`config.mk`:
```
export PLATFORM = sky130hd
export DESIGN_NAME = dual_roller_speed_regulator_core
export DESIGN_NICKNAME = d
export VERILOG_FILES = /design/src/hw/rtl/drsr_pkg.sv /design/src/hw/rtl/dual_roller_speed_regulator_core.sv
export SDC_FILE = /design/constraint.sdc
export NUM_CORES = 1
export LEC_CHECK = 0
export BUFFER_PORTS_ARGS = -buffer_cell sky130_fd_sc_hd__buf_4
export CAP_MARGIN = 20
export CORE_MARGIN = 2
export CORE_UTILIZATION = 45
export CTS_BUF_LIST = sky130_fd_sc_hd__clkbuf_2
export CTS_CLUSTER_SIZE = 40
export DETAILED_ROUTE_END_ITERATION = 10
export PLACE_DENSITY_LB_ADDON = 0.12
export SYNTH_ARGS = -nofsm -noshare
export SYNTH_HDL_FRONTEND = slang
export SYNTH_SLANG_ARGS = --single-unit
```
`constraint.sdc`:
```
create_clock -name clk -period 13.9 [get_ports clk]
set_input_delay 0 -clock clk [delete_from_list [all_inputs] [get_ports clk]]
set_output_delay 0 -clock clk [all_outputs]
set_load 0.02 [all_outputs]
```
`src/hw/rtl/drsr_pkg.sv`:
```
// Shared types and constants for the dual roller speed regulator.
`timescale 1ns / 1ps
`default_nettype none

package drsr_pkg;

  typedef enum logic [2:0] {
    ST_IDLE,
    ST_DIV,
    ST_DIFF,
    ST_STEP,
    ST_EMIT
  } state_t;

  typedef enum logic [1:0] {
    CLAMP_NONE = 2'd0,
    CLAMP_MAX  = 2'd1,
    CLAMP_ZERO = 2'd2
  } clamp_t;

  // Configuration register indexes
  localparam logic [2:0] REG_TARGET_A  = 3'd0;
  localparam logic [2:0] REG_TARGET_B  = 3'd1;
  localparam logic [2:0] REG_DARK      = 3'd2;
  localparam logic [2:0] REG_REARM_A   = 3'd3;
  localparam logic [2:0] REG_REARM_B   = 3'd4;

  localparam int RPM_W   = 26;
  localparam int POWER_W = 13;
  localparam int DIFF_W  = 28;

  localparam logic [RPM_W-1:0]   RPM_NUMERATOR = 26'd60000000;
  localparam logic [POWER_W-1:0] POWER_MAX     = 13'd5100;
  localparam logic [POWER_W-1:0] POWER_RESET   = 13'd2400;
  localparam logic signed [POWER_W:0] POWER_MAX_S  = 14'sd5100;
  localparam logic signed [POWER_W:0] POWER_MIN_S  = 14'sd20;
  localparam logic signed [POWER_W:0] STEP_COARSE  = 14'sd100;
  localparam logic signed [POWER_W:0] STEP_MEDIUM  = 14'sd5;
  localparam logic signed [POWER_W:0] STEP_FINE    = 14'sd2;

  localparam logic signed [DIFF_W-1:0] DIFF_COARSE = 28'sd100;
  localparam logic signed [DIFF_W-1:0] DIFF_MEDIUM = 28'sd50;
  localparam logic signed [DIFF_W-1:0] DIFF_FINE   = 28'sd20;
  localparam logic [DIFF_W-1:0] BAND_TIGHT   = 28'd100;
  localparam logic [DIFF_W-1:0] BAND_LOOSE   = 28'd200;
  localparam logic [DIFF_W-1:0] HOLDOFF_DIFF = 28'd500;

  localparam logic [31:0] HOLDOFF_FAST_US = 32'd100000;
  localparam logic [31:0] HOLDOFF_SLOW_US = 32'd200000;

  // x / 5 as (x * 52429) >> 18, exact for x below 2^11
  localparam logic [15:0] RECIP_5 = 16'd52429;

endpackage

`default_nettype wire

```
`src/hw/rtl/dual_roller_speed_regulator_core.sv`:
```
// Dual roller speed regulator: edge timing, serial rpm division, power update.
//
// Each input transaction carries a timestamp and one optical sample per roller; only the
// active roller (A, then B, alternating) is examined. A sample that causes no speed update
// is taken while the block stays idle. A sample that closes a revolution starts a bit-serial
// restoring division of 60000000 by the period, one quotient bit per cycle, then the
// difference, power step and output load states; no further input is taken until the block
// is idle again, and it waits in the output load state while the previous result has not
// yet been taken from the output register. Inputs are accepted while a result waits.
// Configuration writes must be made while the block is idle.
`timescale 1ns / 1ps
`default_nettype none

module dual_roller_speed_regulator_core (
  input  wire logic        clk,
  input  wire logic        rst,
  input  wire logic        s_tvalid,
  output logic             s_tready,
  input  wire logic [55:0] s_tdata,   // time_us[31:0], sample_a[41:32], sample_b[51:42]
  output logic             m_tvalid,
  input  wire logic        m_tready,
  // speed_rpm[25:0], power_level[38:26], pwm_drive[46:39], clamp_event[48:47],
  // converged[49]
  output logic [55:0]      m_tdata,
  output logic             m_tlast,   // round_done
  output logic             m_tuser,   // roller
  input  wire logic        cfg_we,
  input  wire logic [2:0]  cfg_index,
  input  wire logic [15:0] cfg_data
);
  import drsr_pkg::*;

  // configuration
  logic [15:0] target_a, target_b;
  logic [9:0]  dark_threshold, rearm_a, rearm_b;

  // regulator state
  state_t state, state_next;
  logic        active_roller;
  logic [1:0]  armed;
  logic [31:0] start_time;
  logic        start_valid;
  logic [POWER_W-1:0] power_a, power_b;
  logic        a_in_band, locked_once;
  logic [31:0] holdoff_end;
  logic        holdoff_active;

  // work registers
  logic [31:0] t_reg;
  logic [31:0] period;
  logic        zero_period;
  logic [31:0] rem;
  logic [RPM_W-1:0] num_sh;
  logic [RPM_W-1:0] quo;
  logic [4:0]  div_cnt;
  logic signed [DIFF_W-1:0] diff;
  logic [POWER_W-1:0] p_new;
  clamp_t      clamp;
  logic        conv;

  // output register
  logic [RPM_W-1:0]   out_rpm;
  logic [POWER_W-1:0] out_power;
  logic [7:0]         out_pwm;
  clamp_t             out_clamp;
  logic               out_conv, out_roller;

  // input decode
  logic [31:0] t_in;
  logic [9:0]  s_sel, rearm_sel;
  logic [31:0] since_holdoff;
  logic        ignore, edge_hit, armed_next;
  logic        take, out_free;

  assign t_in          = s_tdata[31:0];
  assign s_sel         = active_roller ? s_tdata[51:42] : s_tdata[41:32];
  assign rearm_sel     = active_roller ? rearm_b : rearm_a;
  assign since_holdoff = t_in - holdoff_end;
  assign ignore        = holdoff_active && since_holdoff[31];
  assign edge_hit      = armed[active_roller] && (s_sel < dark_threshold);
  assign armed_next    = (s_sel > rearm_sel) ? 1'b1 : (edge_hit ? 1'b0 : armed[active_roller]);

  assign s_tready = (state == ST_IDLE);
  assign take     = s_tvalid && s_tready;
  assign out_free = !m_tvalid || m_tready;

  // one restoring division step
  logic [32:0] rem_sh;
  logic        rem_ge;
  assign rem_sh = {rem, num_sh[RPM_W-1]};
  assign rem_ge = rem_sh >= {1'b0, period};

  // power step and clamp
  logic [DIFF_W-1:0]        ad;
  logic signed [POWER_W:0]  step, p_cur, p_sum;
  logic [POWER_W-1:0]       p_clamped;
  clamp_t                   clamp_calc;
  logic                     in_band;

  assign ad    = diff[DIFF_W-1] ? DIFF_W'(-diff) : DIFF_W'(diff);
  assign p_cur = $signed({1'b0, (active_roller ? power_b : power_a)});
  assign p_sum = p_cur + step;
  assign in_band = locked_once ? (ad < BAND_LOOSE) : (ad < BAND_TIGHT);

  always_comb begin
    if (diff < -DIFF_COARSE) begin
      step = STEP_COARSE;
    end else if (diff > DIFF_COARSE) begin
      step = -STEP_COARSE;
    end else if (diff > DIFF_MEDIUM) begin
      step = -STEP_MEDIUM;
    end else if (diff < -DIFF_MEDIUM) begin
      step = STEP_MEDIUM;
    end else if (diff < -DIFF_FINE) begin
      step = STEP_FINE;
    end else if (diff > DIFF_FINE) begin
      step = -STEP_FINE;
    end else begin
      step = '0;
    end
  end

  always_comb begin
    // the zero clamp is tested first
    if (p_sum < POWER_MIN_S) begin
      p_clamped  = '0;
      clamp_calc = CLAMP_ZERO;
    end else if (p_sum > POWER_MAX_S) begin
      p_clamped  = POWER_MAX;
      clamp_calc = CLAMP_MAX;
    end else begin
      p_clamped  = p_sum[POWER_W-1:0];
      clamp_calc = CLAMP_NONE;
    end
  end

  // drive duty = (5100 - power) / 20
  logic [POWER_W-1:0] headroom;
  logic [26:0]        pwm_prod;
  assign headroom = POWER_MAX - p_new;
  assign pwm_prod = headroom[POWER_W-1:2] * RECIP_5;

  always_comb begin
    state_next = state;
    case (state)
      ST_IDLE: begin
        if (take && !ignore && edge_hit && start_valid) begin
          state_next = ST_DIV;
        end
      end
      ST_DIV: begin
        if (div_cnt == '0) begin
          state_next = ST_DIFF;
        end
      end
      ST_DIFF: state_next = ST_STEP;
      ST_STEP: state_next = ST_EMIT;
      ST_EMIT: begin
        if (out_free) begin
          state_next = ST_IDLE;
        end
      end
      default: state_next = ST_IDLE;
    endcase
  end

  always_ff @(posedge clk) begin
    if (rst) begin
      state <= ST_IDLE;
    end else begin
      state <= state_next;
    end
  end

  // configuration writes
  always_ff @(posedge clk) begin
    if (rst) begin
      target_a       <= 16'd800;
      target_b       <= 16'd800;
      dark_threshold <= 10'd500;
      rearm_a        <= 10'd500;
      rearm_b        <= 10'd900;
    end else if (cfg_we) begin
      case (cfg_index)
        REG_TARGET_A: target_a       <= cfg_data;
        REG_TARGET_B: target_b       <= cfg_data;
        REG_DARK:     dark_threshold <= cfg_data[9:0];
        REG_REARM_A:  rearm_a        <= cfg_data[9:0];
        REG_REARM_B:  rearm_b        <= cfg_data[9:0];
        default: ;
      endcase
    end
  end

  // control state
  always_ff @(posedge clk) begin
    if (rst) begin
      active_roller  <= 1'b0;
      armed          <= 2'b11;
      start_time     <= '0;
      start_valid    <= 1'b0;
      power_a        <= POWER_RESET;
      power_b        <= POWER_RESET;
      a_in_band      <= 1'b0;
      locked_once    <= 1'b0;
      holdoff_end    <= '0;
      holdoff_active <= 1'b0;
      m_tvalid       <= 1'b0;
    end else begin
      // a new result replaces the one taken in the same cycle
      if (state == ST_EMIT && out_free) begin
        m_tvalid <= 1'b1;
      end else if (m_tready) begin
        m_tvalid <= 1'b0;
      end
      case (state)
        ST_IDLE: begin
          if (take && !ignore) begin
            holdoff_active        <= 1'b0;
            armed[active_roller]  <= armed_next;
            if (edge_hit) begin
              if (!start_valid) begin
                start_time  <= t_in;
                start_valid <= 1'b1;
              end else begin
                start_valid <= 1'b0;
              end
            end
          end
        end
        ST_STEP: begin
          if (active_roller) begin
            power_b <= p_clamped;
            if (a_in_band && in_band) begin
              locked_once <= 1'b1;
            end
          end else begin
            power_a   <= p_clamped;
            a_in_band <= in_band;
          end
          holdoff_end    <= t_reg + ((ad > HOLDOFF_DIFF) ? HOLDOFF_FAST_US : HOLDOFF_SLOW_US);
          holdoff_active <= 1'b1;
          active_roller  <= !active_roller;
        end
        default: ;
      endcase
    end
  end

  // datapath
  always_ff @(posedge clk) begin
    case (state)
      ST_IDLE: begin
        if (take) begin
          t_reg       <= t_in;
          period      <= t_in - start_time;
          zero_period <= (t_in == start_time);
          rem         <= '0;
          num_sh      <= RPM_NUMERATOR;
          div_cnt     <= 5'(RPM_W - 1);
        end
      end
      ST_DIV: begin
        rem     <= rem_ge ? 32'(rem_sh - {1'b0, period}) : rem_sh[31:0];
        quo     <= {quo[RPM_W-2:0], rem_ge};
        num_sh  <= {num_sh[RPM_W-2:0], 1'b0};
        div_cnt <= div_cnt - 5'd1;
      end
      ST_DIFF: begin
        // a zero period saturates to the numerator
        if (zero_period) begin
          quo  <= RPM_NUMERATOR;
          diff <= $signed({2'b00, RPM_NUMERATOR})
                  - $signed({12'd0, (active_roller ? target_b : target_a)});
        end else begin
          diff <= $signed({2'b00, quo})
                  - $signed({12'd0, (active_roller ? target_b : target_a)});
        end
      end
      ST_STEP: begin
        p_new <= p_clamped;
        clamp <= clamp_calc;
        conv  <= active_roller && a_in_band && in_band;
      end
      ST_EMIT: begin
        if (out_free) begin
          out_rpm    <= quo;
          out_power  <= p_new;
          out_pwm    <= pwm_prod[25:18];
          out_clamp  <= clamp;
          out_conv   <= conv;
          out_roller <= !active_roller;
        end
      end
      default: ;
    endcase
  end

  assign m_tdata = {6'd0, out_conv, out_clamp, out_pwm, out_power, out_rpm};
  assign m_tlast = out_roller;
  assign m_tuser = out_roller;

  a_power_range: assert property (@(posedge clk) disable iff (rst)
    (power_a <= POWER_MAX) && (power_b <= POWER_MAX))
    else $error("power above maximum");

  a_conv_on_b_only: assert property (@(posedge clk) disable iff (rst)
    (m_tvalid && out_conv) |-> out_roller)
    else $error("converged on a roller A result");

  a_roller_toggles: assert property (@(posedge clk) disable iff (rst)
    (state == ST_STEP) |=> (active_roller != $past(active_roller)) && (state == ST_EMIT))
    else $error("active roller did not advance after update");

  a_no_accept_busy: assert property (@(posedge clk) disable iff (rst)
    (state == ST_DIV) |-> !s_tready && holdoff_active == $past(holdoff_active))
    else $error("input taken or hold-off changed during division");

  a_clamp_code: assert property (@(posedge clk) disable iff (rst)
    m_tvalid |-> (out_clamp != 2'd3))
    else $error("undefined clamp code");

endmodule

`default_nettype wire
```
Yosys cells after proc, flatten, opt, wreduce, memory -nomap -nowiden
Index checks and enable logic that the tools add are counted.
Widths: inputs -> output; s select.
{ "word_totals": {"inputBits": 80, "register_bits": 412} }
{ "op_classes": {"multipliers": 1, "n_eq_ne": 15, "n_addsub": 10, "muxes": 42, "bitwise_logic": 2, "reduce_logical": 39, "magnitude_cmp": 16} }
{ "op_table": {"columns": ["op", "count"], "rows": [
  ["$pmux 26 s2", 2],
  ["$sub 32x32->32", 3],
  ["$mux 14", 6],
  ["$mux 32", 2],
  ["$pmux 32 s2", 1],
  ["$lt 28x7->1 const B", 2],
  ["$lt 28x8->1 const B", 2],
  ["$mux 28", 2],
  ["$mux 26", 2],
  ["$mux 13", 3],
  ["$ge 33x32->1", 1],
  ["$add 32x18->32", 1],
  ["$eq 32x32->1", 1],
  ["$gt 28x6->1 const B", 1],
  ["$gt 28x7->1 const B", 1],
  ["$gt 28x8->1 const B", 1],
  ["$gt 28x9->1 const B", 1],
  ["$lt 28x6->1 const B", 1],
  ["$neg 28->28", 1],
  ["$sub 26x16->27", 1],
  ["$sub 26x16->27 const A", 1],
  ["$mul 11x16->26 const B", 1],
  ["$reduce_and 2->1", 13],
  ["$mux 10", 2],
  ["33 further kinds", 73]
]} }

Depth between registers and ports, before layout
Gate-level depths: netlist of the first run.
{ "depth": {"ltp_word": 11, "ltp_mapped": 29, "ltp_nobuf": 29} }

Worst setup path after synthesis of the first run
Ideal clock, no wire load.
{ "synth_timing": {"kind": "register to register", "startpoint": "register p_new[0]", "endpoint": "register out_pwm[7] (data pin)", "path_slack_ns": 7.547, "n_path_buf": 0, "period_less_slack_ns": 6.353, "required_time_ns": 13.640, "arrival_ns": 6.093, "path_stages_with_launch": 28, "cell_sequence": "edfxtp_1 -> o21a_1 -> a21oi_1 -> nor2b_1 -> nand3_1 -> nor2_1 -> a21oi_1 -> nand2b_1 -> xnor2_1 -> ha_1 -> fa_1 -> fa_1 -> inv_1 -> fa_1 -> inv_1 -> fa_1 -> ha_1 -> a21o_1 -> a21o_1 -> a21o_1 -> or3_1 -> a211oi_1 -> nor3_1 -> o31a_1 -> o21ai_0 -> nand2b_1 -> a21oi_1 -> xnor2_1"} }
{ "synth_between": {"elab_chain_cells": 2} }
{ "synth_lines": {"columns": ["item", "line", "source"], "rows": [
  ["start, declared", "dual_roller_speed_regulator_core.sv:57", "logic [POWER_W-1:0] p_new;"],
  ["start signal, assigned", "dual_roller_speed_regulator_core.sv:281", "p_new <= p_clamped;"],
  ["$sub 13x13->13", "dual_roller_speed_regulator_core.sv:140", "assign headroom = POWER_MAX - p_new;"],
  ["$mul 11x16->26", "dual_roller_speed_regulator_core.sv:141", "assign pwm_prod = headroom[POWER_W-1:2] * RECIP_5;"],
  ["named net pwm_prod[25]", "dual_roller_speed_regulator_core.sv:139", "logic [26:0] pwm_prod;"],
  ["end signal, assigned", "dual_roller_speed_regulator_core.sv:289", "out_pwm <= pwm_prod[25:18];"],
  ["end, declared", "dual_roller_speed_regulator_core.sv:64", "logic [7:0] out_pwm;"]
]} }
The timed path passes the listed nets, and every way through them passes these cells.
A chain may end at the register's enable or synchronous reset.

Final worst setup path of the first run
{ "layout_timing": {"startpoint": "register diff[0]", "endpoint": "register holdoff_end[29]"} }
{ "layout_between": {"elab_chain_cells": 5} }
{ "layout_lines": {"columns": ["item", "line", "source"], "rows": [
  ["start, declared", "dual_roller_speed_regulator_core.sv:56", "logic signed [DIFF_W-1:0] diff;"],
  ["start signal, assigned", "dual_roller_speed_regulator_core.sv:273", "diff <= $signed({2'b00, RPM_NUMERATOR})"],
  ["start signal, assigned", "dual_roller_speed_regulator_core.sv:276", "diff <= $signed({2'b00, quo})"],
  ["$neg 28->28", "dual_roller_speed_regulator_core.sv:100", "assign ad = diff[DIFF_W-1] ? DIFF_W'(-diff) : DIFF_W'(diff);"],
  ["$mux 28 (*)", "dual_roller_speed_regulator_core.sv:100", null],
  ["$gt 28x9->1 (*)", "dual_roller_speed_regulator_core.sv:241", "holdoff_end <= t_reg + ((ad > HOLDOFF_DIFF) ? HOLDOFF_FAST_US : HOLDOFF_SLOW_US);"],
  ["$mux 18 (*)", "dual_roller_speed_regulator_core.sv:241", null],
  ["$add 32x18->32 (*)", "dual_roller_speed_regulator_core.sv:241", null],
  ["end signal, assigned", "dual_roller_speed_regulator_core.sv:241", null],
  ["end, declared", "dual_roller_speed_regulator_core.sv:45", "logic [31:0] holdoff_end;"]
]} }
Mark *: on every way between the ends. The rest lies on a longest branch, timed or not.

==> summary.txt, run 1 <==
STA
  • Headroom to the max-slew limit: 0.2693
  • F_max: 141.0 MHz
  • Worst-Margin Slew: 1.096 ns
  • Final Hold Vio Count: 0
  • Final Skew: 0.08627 ns
  • Setup TNS: 0 ns
  • Final Setup Violations: 0
  • Minimum clock period: 7.093 ns
  • Crit share post-route: 0.5103
  • Final Max Slew Viols: 0
  • RSZ-0062 raised after global routing: false
  • Hold Slack: 0.1685 ns

Worst setup path
  • Worst Setup Start Kind: flop
  • CP endpoint kind: flop
  • Max incr delay on CP: slightly below 0.8 ns
  • Worst Path Max Fanout: 6
  • Kind of critical path: flop to flop
  • Slowest stage cell, crit path: nor4_1
  • CP dominant cell by count: a21oi_1
  • Required time worst endpoint: 14.84 ns
  • CP cell instances: inv_1 > ha_1 > nor3b_1 > nand2_1 > o31ai_1 > a31oi_1 > nor3_1 > o2111ai_1 > nor4_1 > o41a_1 > inv_1 > ha_1 > fa_1 > a21o_1 > a21oi_1 > o21ai_0 > a21oi_1 > o21ai_0 > a21oi_1 > nor3_1 > nand3_1 > xor2_1 > a211oi_1
  • Arr. time, crit path: ~8.0 ns

Power and ir drop
  • Leak: 12.14 nW
  • Power Dens Cells: 91.45 nW/um^2
  • Peak supply drop: 0.00006638 V

Synth
  • Post-synth ARST share: 0
  • Register bit total from synthesis: 403
  • Cell area after synthesis: 25320 sq um
  • Post-Syn Instances: 2635
  • Mux cell area share after synthesis: 0.04971
  • Yosys cell types: 81
  • Largest family of logic cells by synthesized area: simple AND/OR/NAND/NOR gates
  • Sequential fraction of the synthesis area: 0.4135
  • Post-Syn Area per Cell: 9.610 sq um
  • Synth Area in Compound Gates: 0.1342
  • Yosys Warn Count: 0
  • Post-synthesis simple-gate area fraction: 0.1604
  • Post-Synth XOR/XNOR Area: 0.04980
  • Ys flop type: edfxtp_1
  • Area share of fa/ha/maj cells after synthesis: 0.1412
  • Number of enable flip-flop cells after synthesis: 240

Place
  • Hpwl dp: 43180 microns
  • Placer Congestion: about 0.87
  • Post-DP Area: 27000 sq um
  • Port Buffers: ~130

Clock network
  • TritonCTS clock tree: yes
  • Clk sink count: 403
  • Htree depth: 3
  • Clk buf depth: 3
  • Worst-Skew Late Latency: 1.15 ns
  • CTS buffer count: 110
  • Worst-path clk slew: 0.10 ns
  • Root buffer cell: clkbuf_2
  • Post_cts resized: 0

Layout
  • Fin nets: between 3000 and 4000
  • Area Overhead vs Synth: 16.80%
  • Area of the multi-input gates: 13610 sq um
  • Finished Cell Area: 29580 sq um
  • Leading cell type in the layout, fill and taps excluded: nand2_1
  • Most frequent cells in the layout: 330 x nand2_1, 240 x edfxtp_1, 230 x inv_1
  • Fillers: 5019
  • Register area: 10470 sq um
  • Share of cells above drive strength 1: 0.1321

Routing
  • Drt drc: 0
  • Antenna-violating nets left: 0
  • Vias: 19980
  • Post-DR vias/cell: 5.260
  • Iteration-0 DRC count of the detailed router: 1004
  • DRT Wirelength: 62230 microns
  • WL per Instance: 16.39 microns
  • DRT Pass-1 Iters: 7

Floorplan
  • Die Y: 241.2 microns
  • Die area: 58190 sq um
  • Row count: between 80 and 90
  • Initial core utilization: 0.4570
  • Die Width: 241.2 microns
  • I/O pins: 140
  • Core box area: 55420 sq um

Outcome
  • Status: complete, no violations

Global routing
  • First-pass GRT wire length: 102200 microns
  • Vias in the first global route: 20460
  • Largest net degree at the start of global routing: roughly 110
  • GRT Overall Usage: 0.2191
  • Initial antenna violation count: 4
  • GR Overflow Total: 0

Hold path
  • Worst Hold Class: primary input to flop

Run
  • Maxcap violations: 0
## layout make-up
| class | instances | share of cell area |
|---|---|---|
| multi-input combinational | 1910 | 0.4600 |
| inverter | 235 | 0.02982 |
| clock inverter | 31 | 0.006980 |
| clock buffer | 170 | 0.02877 |
| antenna | 7 | 0.0005922 |
| sequential | 403 | 0.3540 |
| timing repair buffer | 294 | 0.08812 |
| tap | 748 | 0.03164 |
## Yosys cell counts, types with 51 or more instances
cell / count / share of area
a21oi_1: 170 / 0.034
a21o_1: 55 / 0.016
dfxtp_1: 163 / 0.13
inv_1: 231 / 0.034
mux2i_1: 101 / 0.040
xnor2_1: 93 / 0.032
xor2_1: 51 / 0.018
ha_1: 217 / 0.11
clkbuf_1: 62 / 0.0092
o21ai_0: 88 / 0.017
nand3_1: 71 / 0.014
nand2_1: 331 / 0.049
nor2_1: 183 / 0.027
edfxtp_1: 240 / 0.28
## worst paths after layout
path	slack, ns	start	to	depth (start not counted)
worst min register to register	0.43	clamp[1]	out_clamp[1]	0
worst max-delay path	6.81	diff[0]	holdoff_end[29]	23
worst min-delay path	0.17	s_tdata[25]	period[25]	5
worst max register to register	6.81	diff[0]	holdoff_end[29]	23
## kinds of logic (layout without fill, tap and decap cells)
| group | Yosys count | in the layout |
|---|---|---|
| AND/OR/NAND/NOR | 860 | 860 |
| AO/OA/AOI/OAI | 517 | 517 |
| flip-flops | 403 | 403 |
| buffers and inverters | 327 | 730 |
| adder cells (fa/ha/maj) | 260 | 260 |
| XOR/XNOR | 144 | 144 |
| multiplexers | 123 | 123 |
| other | 1 | 13 |
## power by group
group / internal, mW / switching (mW) / total, mW
sequential: 1.31 / 0.0209 / 1.33
clock: 0.381 / 0.519 / 0.900
combinational: 0.210 / 0.261 / 0.471
## routing by layer
layer / wire length (microns) / share of wire / vias to the layer above / track usage
met4: 1866 / 0.030 / 0 / 0.07950
li1: - / - / 10010 / -
met5: 0 / 0 / - / 0
met2: 29390 / 0.47 / 377 / 0.3696
met1: 28200 / 0.45 / 9453 / 0.2780
met3: 2776 / 0.045 / 136 / 0.04524
## through the flow
step | total power, mW | worst slack (ns) | util | std cells
finish | 2.705 | 6.807 | 0.5337 | 3798
global placement | 1.785 | 6.921 | 0.4871 | 3442
detailed placement | 1.795 | 6.851 | 0.4873 | 3443
global route | 2.865 | 6.238 | 0.5337 | 3797
floorplan | 1.681 | 7.547 | - | 2640
CTS | 2.747 | 6.825 | 0.5329 | 3790
## what timing repair did
item,CTS,global route
buffers inserted,0,0
hold buffers,146,0
endpoints found under the hold margin,345,0
## critical path: cells and delay by family, from the launching register on
kind	cells	cell delay [ns]
compound gates	11	2.88
simple gates	6	2.12
fa+ha+maj	3	0.93
flops	1	0.46
buf+inv	2	0.36
xor+xnor	1	0.17
No activity file was read; power rests on OpenSTA's default activity.
==> run 2, diff against run 1 <==
- clock period: 13.9 -> 6.24 ns (I/O delays scaled with it)
==> run 2 against run 1 <==
Net effect:
- utilization up 0.77 points
- via count grew 1.7%
- critical path type unchanged
- maximum frequency is 17% higher
- largest power group unchanged
- hold slack got worse by 0.0020 ns
- setup slack got worse by 6.6 ns
- die area stayed put
- critical path depth up 1
- clock skew grew 0.0024 ns
==> summary.txt, run 2 (synthesis gave the netlist of run 1 again) <==
Clock network
  • CTS buffer count: 108 (was 110)
  • Worst-path clk slew: 0.13 ns (was 0.10 ns)
  • Root buffer cell: clkbuf_2 (unchanged)
  • Clk sink count: 403 (unchanged)
  • Worst-Skew Late Latency: 1.11 ns (was 1.15 ns)
  • Clk buf depth: 3 (unchanged)
  • TritonCTS clock tree: yes (unchanged)
  • Htree depth: 3 (unchanged)

Routing
  • DRT Wirelength: 63990 microns (was 62230 microns)
  • Post-DR vias/cell: 5.294 (was 5.260)
  • WL per Instance: 16.67 microns (was 16.39 microns)
  • Iteration-0 DRC count of the detailed router: 1221 (was 1004)
  • Vias: 20320 (was 19980)
  • Antenna-violating nets left: 0 (unchanged)
  • DRT Pass-1 Iters: 5 (was 7)
  • Drt drc: 0 (unchanged)

Worst setup path
  • CP endpoint kind: flop (unchanged)
  • R2r setup slk: 0.18 ns (was 6.81 ns)
  • Reg2Reg Depth: 24 (was 23)
  • Worst r2r src: p_new[1] (was diff[0])
  • Kind of critical path: flop to flop (unchanged)
  • Critical path origin: p_new[1] (was diff[0])
  • Worst Setup Start Kind: flop (unchanged)
  • Arr. time, crit path: 6.89 ns (was 8.03 ns)
  • Required time worst endpoint: 7.06 ns (was 14.84 ns)
  • R2r endpoint: out_pwm[7] (was holdoff_end[29])
  • Worst Path Max Fanout: 2 (was 6)

Floorplan
  • Initial core utilization: 0.4570 (unchanged)
  • I/O pins: 140 (unchanged)
  • Core box area: 55420 sq um (unchanged)
  • Row count: 86 (unchanged)
  • Die Width: 241.2 microns (unchanged)
  • Die area: 58190 sq um (unchanged)
  • Die Y: 241.2 microns (unchanged)

Global routing
  • GRT Overall Usage: 0.2246 (was 0.2191)
  • Initial antenna violation count: 5 (was 4)
  • Vias in the first global route: 20580 (was 20460)
  • First-pass GRT wire length: 104900 microns (was 102200 microns)
  • GR Overflow Total: 0 (unchanged)
  • Largest net degree at the start of global routing: 86 (was 106)

Layout
  • Area of the multi-input gates: 13840 sq um (was 13610 sq um)
  • Share of cells above drive strength 1: 0.1584 (was 0.1321)
  • Fin nets: 3332 (was 3294)
  • Register area: 10470 sq um (unchanged)
  • Area Overhead vs Synth: 18.48% (was 16.80%)
  • Most frequent cells in the layout: 330 x nand2_1, 240 x edfxtp_1, 225 x inv_1 (was 330 x nand2_1, 240 x edfxtp_1, 230 x inv_1)
  • Fillers: 4999 (was 5019)
  • Leading cell type in the layout, fill and taps excluded: nand2_1 (unchanged)

Outcome
  • Status: complete, no violations (unchanged)

STA
  • Crit share post-route: 0.9719 (was 0.5103)
  • Final Max Slew Viols: 0 (unchanged)
  • F_max: 164.9 MHz (was 141.0 MHz)
  • Minimum clock period: 6.064 ns (was 7.093 ns)
  • Final Setup Violations: 0 (unchanged)
  • RSZ-0062 raised after global routing: true (was false)
  • Setup TNS: 0 ns (unchanged)
  • Worst-Margin Slew: 1.081 ns (was 1.096 ns)
  • Final Skew: 0.08867 ns (was 0.08627 ns)
  • Headroom to the max-slew limit: 0.2766 (was 0.2693)
  • PnR worst setup slack: 0.1756 ns (was 6.807 ns)
  • Final Hold Vio Count: 0 (unchanged)

Hold path
  • WHS Endpoint: period[16] (was period[25])
  • Worst Hold Class: primary input to flop (unchanged)
  • Hold-critical path depth: 4 (was 5)
  • Min-delay src: s_tdata[16] (was s_tdata[25])

Power and ir drop
  • Leak: 12.33 nW (was 12.14 nW)
  • Peak supply drop: 0.0001724 V (was 0.00006638 V)
  • Power Dens Cells: 197.5 nW/um^2 (was 91.45 nW/um^2)

Place
  • Port Buffers: 129 (unchanged)
  • Dpl ws: -0.1601 ns (was 6.851 ns)
  • Hpwl dp: 44680 microns (was 43180 microns)
  • Placer Congestion: 0.8486 (was 0.8663)

Run
  • Maxcap violations: 0 (unchanged)
## run 2: stage by stage
stage	power (mW)	cells	hold WS (ns)	utilization	instance area (sq um)
detailed placement	4.004	3488	0.2098	0.4937	27360
CTS	6.016	3834	0.01266	0.5374	29780
finish	5.926	3839	0.1666	0.5414	30000
global placement	3.984	3487	0.2094	0.4935	27350
floorplan	3.746	2640	0.09887	-	25360
global route	6.283	3839	0.08031	0.5414	30000
## run 2: area by class of cell
| cell class | instances | share of cell area |
|---|---|---|
| well taps | 748 | 0.03119 |
| clock inverters | 38 | 0.005505 |
| diodes | 3 | 0.0002502 |
| flip-flops and latches | 403 | 0.3490 |
| inverters | 235 | 0.02940 |
| clock buffers | 168 | 0.02802 |
| repair buffers | 334 | 0.09533 |
| multi-input cells | 1910 | 0.4613 |
## run 2: layer usage
layer | global-route usage | up-vias | routed length (microns)
li1 | - | 10090 | -
met1 | 0.2927 | 9690 | 28980
met5 | 0 | - | 27
met4 | 0.08043 | 4 | 1683
met3 | 0.03737 | 112 | 2667
met2 | 0.3768 | 427 | 30630
## run 2: power breakdown
group / total, mW / internal [mW] / switching (mW)
registers: 2.97 / 2.92 / 0.0456
clock network: 1.90 / 0.726 / 1.18
logic: 1.05 / 0.467 / 0.586
## run 2: worst max path at each step
stage | endpoint | slack (ns) | cells past startpoint
6_report | out_pwm[7] | 0.18 | 24
5_1_grt | out_pwm[7] | -0.11 | 24
4_1_cts | out_pwm[7] | 0.001 | 27
3_5_place_dp | out_pwm[7] | -0.16 | 27
3_3_place_gp | out_pwm[7] | -0.12 | 27
2_1_floorplan | out_pwm[7] | 0.05 | 27
## run 2: timing repair
| item | CTS | global route |
|---|---|---|
| cloned | 0 | 0 |
| setup buffers | 2 | 2 |
| resized for setup | 6 | 39 |
| endpoints found under the setup margin | 3 | 15 |
| hold buffers | 138 | 0 |
| endpoints found under the hold margin | 244 | 0 |
| pin swaps | 9 | 34 |
## run 2: critical path, stage by stage, from the launching register on
cell	delay (ns)
edfxtp_1	0.41
o21a_1	0.21
a21oi_2	0.17
nor2b_2	0.07
nand3_2	0.11
nor2_4	0.05
a21oi_2	0.15
nand2b_1	0.11
xnor2_2	0.24
ha_4	0.25
fa_2	0.59
buf_6	0.11
fa_1	0.44
fa_1	0.52
fa_1	0.56
ha_4	0.21
a21o_1	0.19
or3_4	0.37
a211oi_4	0.19
nor3_2	0.09
o31a_1	0.26
o21ai_1	0.14
nand2b_1	0.11
a21oi_2	0.16
xnor2_1	0.08
==> run 3, diff against run 2 <==
- CELL_PAD_IN_SITES_DETAIL_PLACEMENT: unset -> 1
- CELL_PAD_IN_SITES_GLOBAL_PLACEMENT: unset -> 1
==> run 3 against run 2 <==
Net effect:
- via count increased by 2.4%
- flip-flop and latch count is the same
- highest routed layer is now met4
- cell count is 0.44% higher
- total power grew 5.2%
- hold slack got worse by 0.045 ns
- global-route usage rose by 2.9 points
- clock power increased by 15%
- critical endpoint unchanged
- register-to-register slack worse by 0.12 ns
- wire length rose by 13%
- die area did not move
- critical path type unchanged
==> summary.txt, run 3 (synthesis gave the netlist of run 1 again) <==
Outcome
  • Status: complete, no violations (unchanged)

Place
  • Port Buffers: 129 (unchanged)
  • Hpwl dp: 50450 microns (was 44680 microns)
  • Dpl ws: -0.3101 ns (was -0.1601 ns)
  • Post-DP Area: 27350 sq um (was 27360 sq um)
  • Placer Congestion: 0.8807 (was 0.8486)

Worst setup path
  • Arr. time, crit path: 7.08 ns (was 6.89 ns)
  • Max incr delay on CP: 0.54 ns (was 0.59 ns)
  • Critical path origin: p_new[2] (was p_new[1])
  • Critical path's top delay family: adder cells (unchanged)
  • Slowest stage cell, crit path: fa_2 (unchanged)
  • Worst Setup Start Kind: flop (unchanged)
  • Buf/Inv on CP: 4 (was 1)
  • Kind of critical path: flop to flop (unchanged)
  • CP endpoint kind: flop (unchanged)
  • Required time worst endpoint: 7.14 ns (was 7.06 ns)
  • Worst Path Max Fanout: 4 (was 2)
  • Worst r2r src: p_new[2] (was p_new[1])

Global routing
  • Initial antenna violation count: 4 (was 5)
  • GRT Overall Usage: 0.2537 (was 0.2246)
  • Largest net degree at the start of global routing: 88 (was 86)
  • Vias in the first global route: 22440 (was 20580)
  • First-pass GRT wire length: 117200 microns (was 104900 microns)
  • GR Overflow Total: 0 (unchanged)

STA
  • Final Hold Vio Count: 0 (unchanged)
  • Final Setup Violations: 0 (unchanged)
  • Final Max Slew Viols: 0 (unchanged)
  • Hold Slack: 0.1212 ns (was 0.1666 ns)
  • Minimum clock period: 6.182 ns (was 6.064 ns)
  • Setup TNS: 0 ns (unchanged)
  • RSZ-0062 raised after global routing: true (unchanged)
  • Final Skew: 0.08563 ns (was 0.08867 ns)
  • PnR worst setup slack: 0.05757 ns (was 0.1756 ns)
  • F_max: 161.7 MHz (was 164.9 MHz)
  • Crit share post-route: 0.9908 (was 0.9719)
  • Headroom to the max-slew limit: 0.2741 (was 0.2766)
  • Worst-Margin Slew: 1.089 ns (was 1.081 ns)

Routing
  • Iteration-0 DRC count of the detailed router: 818 (was 1221)
  • Antenna-violating nets left: 0 (unchanged)
  • Post-DR vias/cell: 5.396 (was 5.294)
  • WL per Instance: 18.81 microns (was 16.67 microns)
  • DRT Wirelength: 72510 microns (was 63990 microns)
  • Drt drc: 0 (unchanged)
  • Vias: 20810 (was 20320)
  • DRT Pass-1 Iters: 4 (was 5)

Clock network
  • Clk buf depth: 3 (unchanged)
  • CTS buffer count: 110 (was 108)
  • Worst-Skew Late Latency: 1.19 ns (was 1.11 ns)
  • Root buffer cell: clkbuf_2 (unchanged)
  • TritonCTS clock tree: yes (unchanged)
  • Clk sink count: 403 (unchanged)
  • Worst-path clk slew: 0.10 ns (was 0.13 ns)
  • Htree depth: 3 (unchanged)

Layout
  • Leading cell type in the layout, fill and taps excluded: nand2_1 (unchanged)
  • Finished Cell Area: 30330 sq um (was 30000 sq um)
  • Fin nets: 3347 (was 3332)
  • Fin util: 0.5473 (was 0.5414)
  • Area Overhead vs Synth: 19.77% (was 18.48%)
  • Share of cells above drive strength 1: 0.1670 (was 0.1584)
  • Most frequent cells in the layout: 329 x nand2_1, 240 x edfxtp_1, 225 x inv_1 (was 330 x nand2_1, 240 x edfxtp_1, 225 x inv_1)

Power and ir drop
  • Leak: 12.49 nW (was 12.33 nW)
  • Power Dens Cells: 205.6 nW/um^2 (was 197.5 nW/um^2)
  • Peak supply drop: 0.0001651 V (was 0.0001724 V)

Floorplan
  • Die Width: 241.2 microns (unchanged)
  • I/O pins: 140 (unchanged)
  • Row count: 86 (unchanged)
  • Die Y: 241.2 microns (unchanged)
  • Core box area: 55420 sq um (unchanged)
  • Initial core utilization: 0.4570 (unchanged)
  • Die area: 58190 sq um (unchanged)

Run
  • Maxcap violations: 0 (unchanged)

Hold path
  • Worst Hold Class: primary input to flop (unchanged)
  • Min-delay src: s_tdata[1] (was s_tdata[16])
[run 3: cell count changes in the layout (fill, tap and decap cells not counted), sizes merged]
cell | before | now
dlygate4sd3 | 138 | 142
diode | 3 | 7
buf | 196 | 205
clkbuf | 168 | 174
clkinv | 35 | 26
bufinv | 0 | 6
clkinvlp | 1 | 0
inv | 237 | 235
[run 3: routing by layer]
metal	GRT usage	vias up	wire length, microns
met5	0	-	0
met1	0.3203	10190	32170
met2	0.4460	370	36060
met3	0.03943	142	2452
met4	0.07800	0	1828
li1	-	10100	-
[run 3: area by class of cell]
cell class	count	area (sq um)
fill	6346	25090
multi-input combinational	1910	13900
sequential	403	10470
timing repair buffer	347	2964
tap	748	935.9
inverter	235	883.3
clock buffer	174	870.8
clock inverter	32	287.8
antenna	7	17.52
[run 3: worst paths after layout]
| kind | end | slack [ns] | cells past startpoint |
|---|---|---|---|
| max | out_pwm[7] | 0.06 | 29 |
| min | period[3] | 0.12 | 7 |
| max reg2reg | out_pwm[7] | 0.06 | 29 |
| min reg2reg | out_clamp[0] | 0.44 | 0 |
[run 3: power breakdown]
part | internal [mW] | switching [mW] | total (mW)
Combinational | 0.469 | 0.608 | 1.08
Sequential | 2.92 | 0.0503 | 2.97
Clock | 0.988 | 1.20 | 2.18
[run 3: through the flow]
stage,power (mW),cells
6_report,6.236,3856
5_1_grt,6.566,3856
4_1_cts,6.307,3837
3_5_place_dp,4.029,3487
3_3_place_gp,3.981,3486
2_1_floorplan,3.746,2640
[run 3: what timing repair did]
action | 4_1_cts | 5_1_grt
cloned | 0 | 0
setup buffers | 2 | 11
setup endpoints to repair | 3 | 20
pin swaps | 11 | 36
resized for setup | 12 | 45
hold buffers | 142 | 0
hold endpoints to repair | 265 | 0
[run 3: worst register-to-register path, delay by kind of cell (launching register included)]
family          cells  cell delay (ns)
flops               1             0.38
buf+inv             4             0.38
fa+ha+maj           6             1.87
xor+xnor            2             0.33
simple gates        7             1.28
compound gates     10             1.67
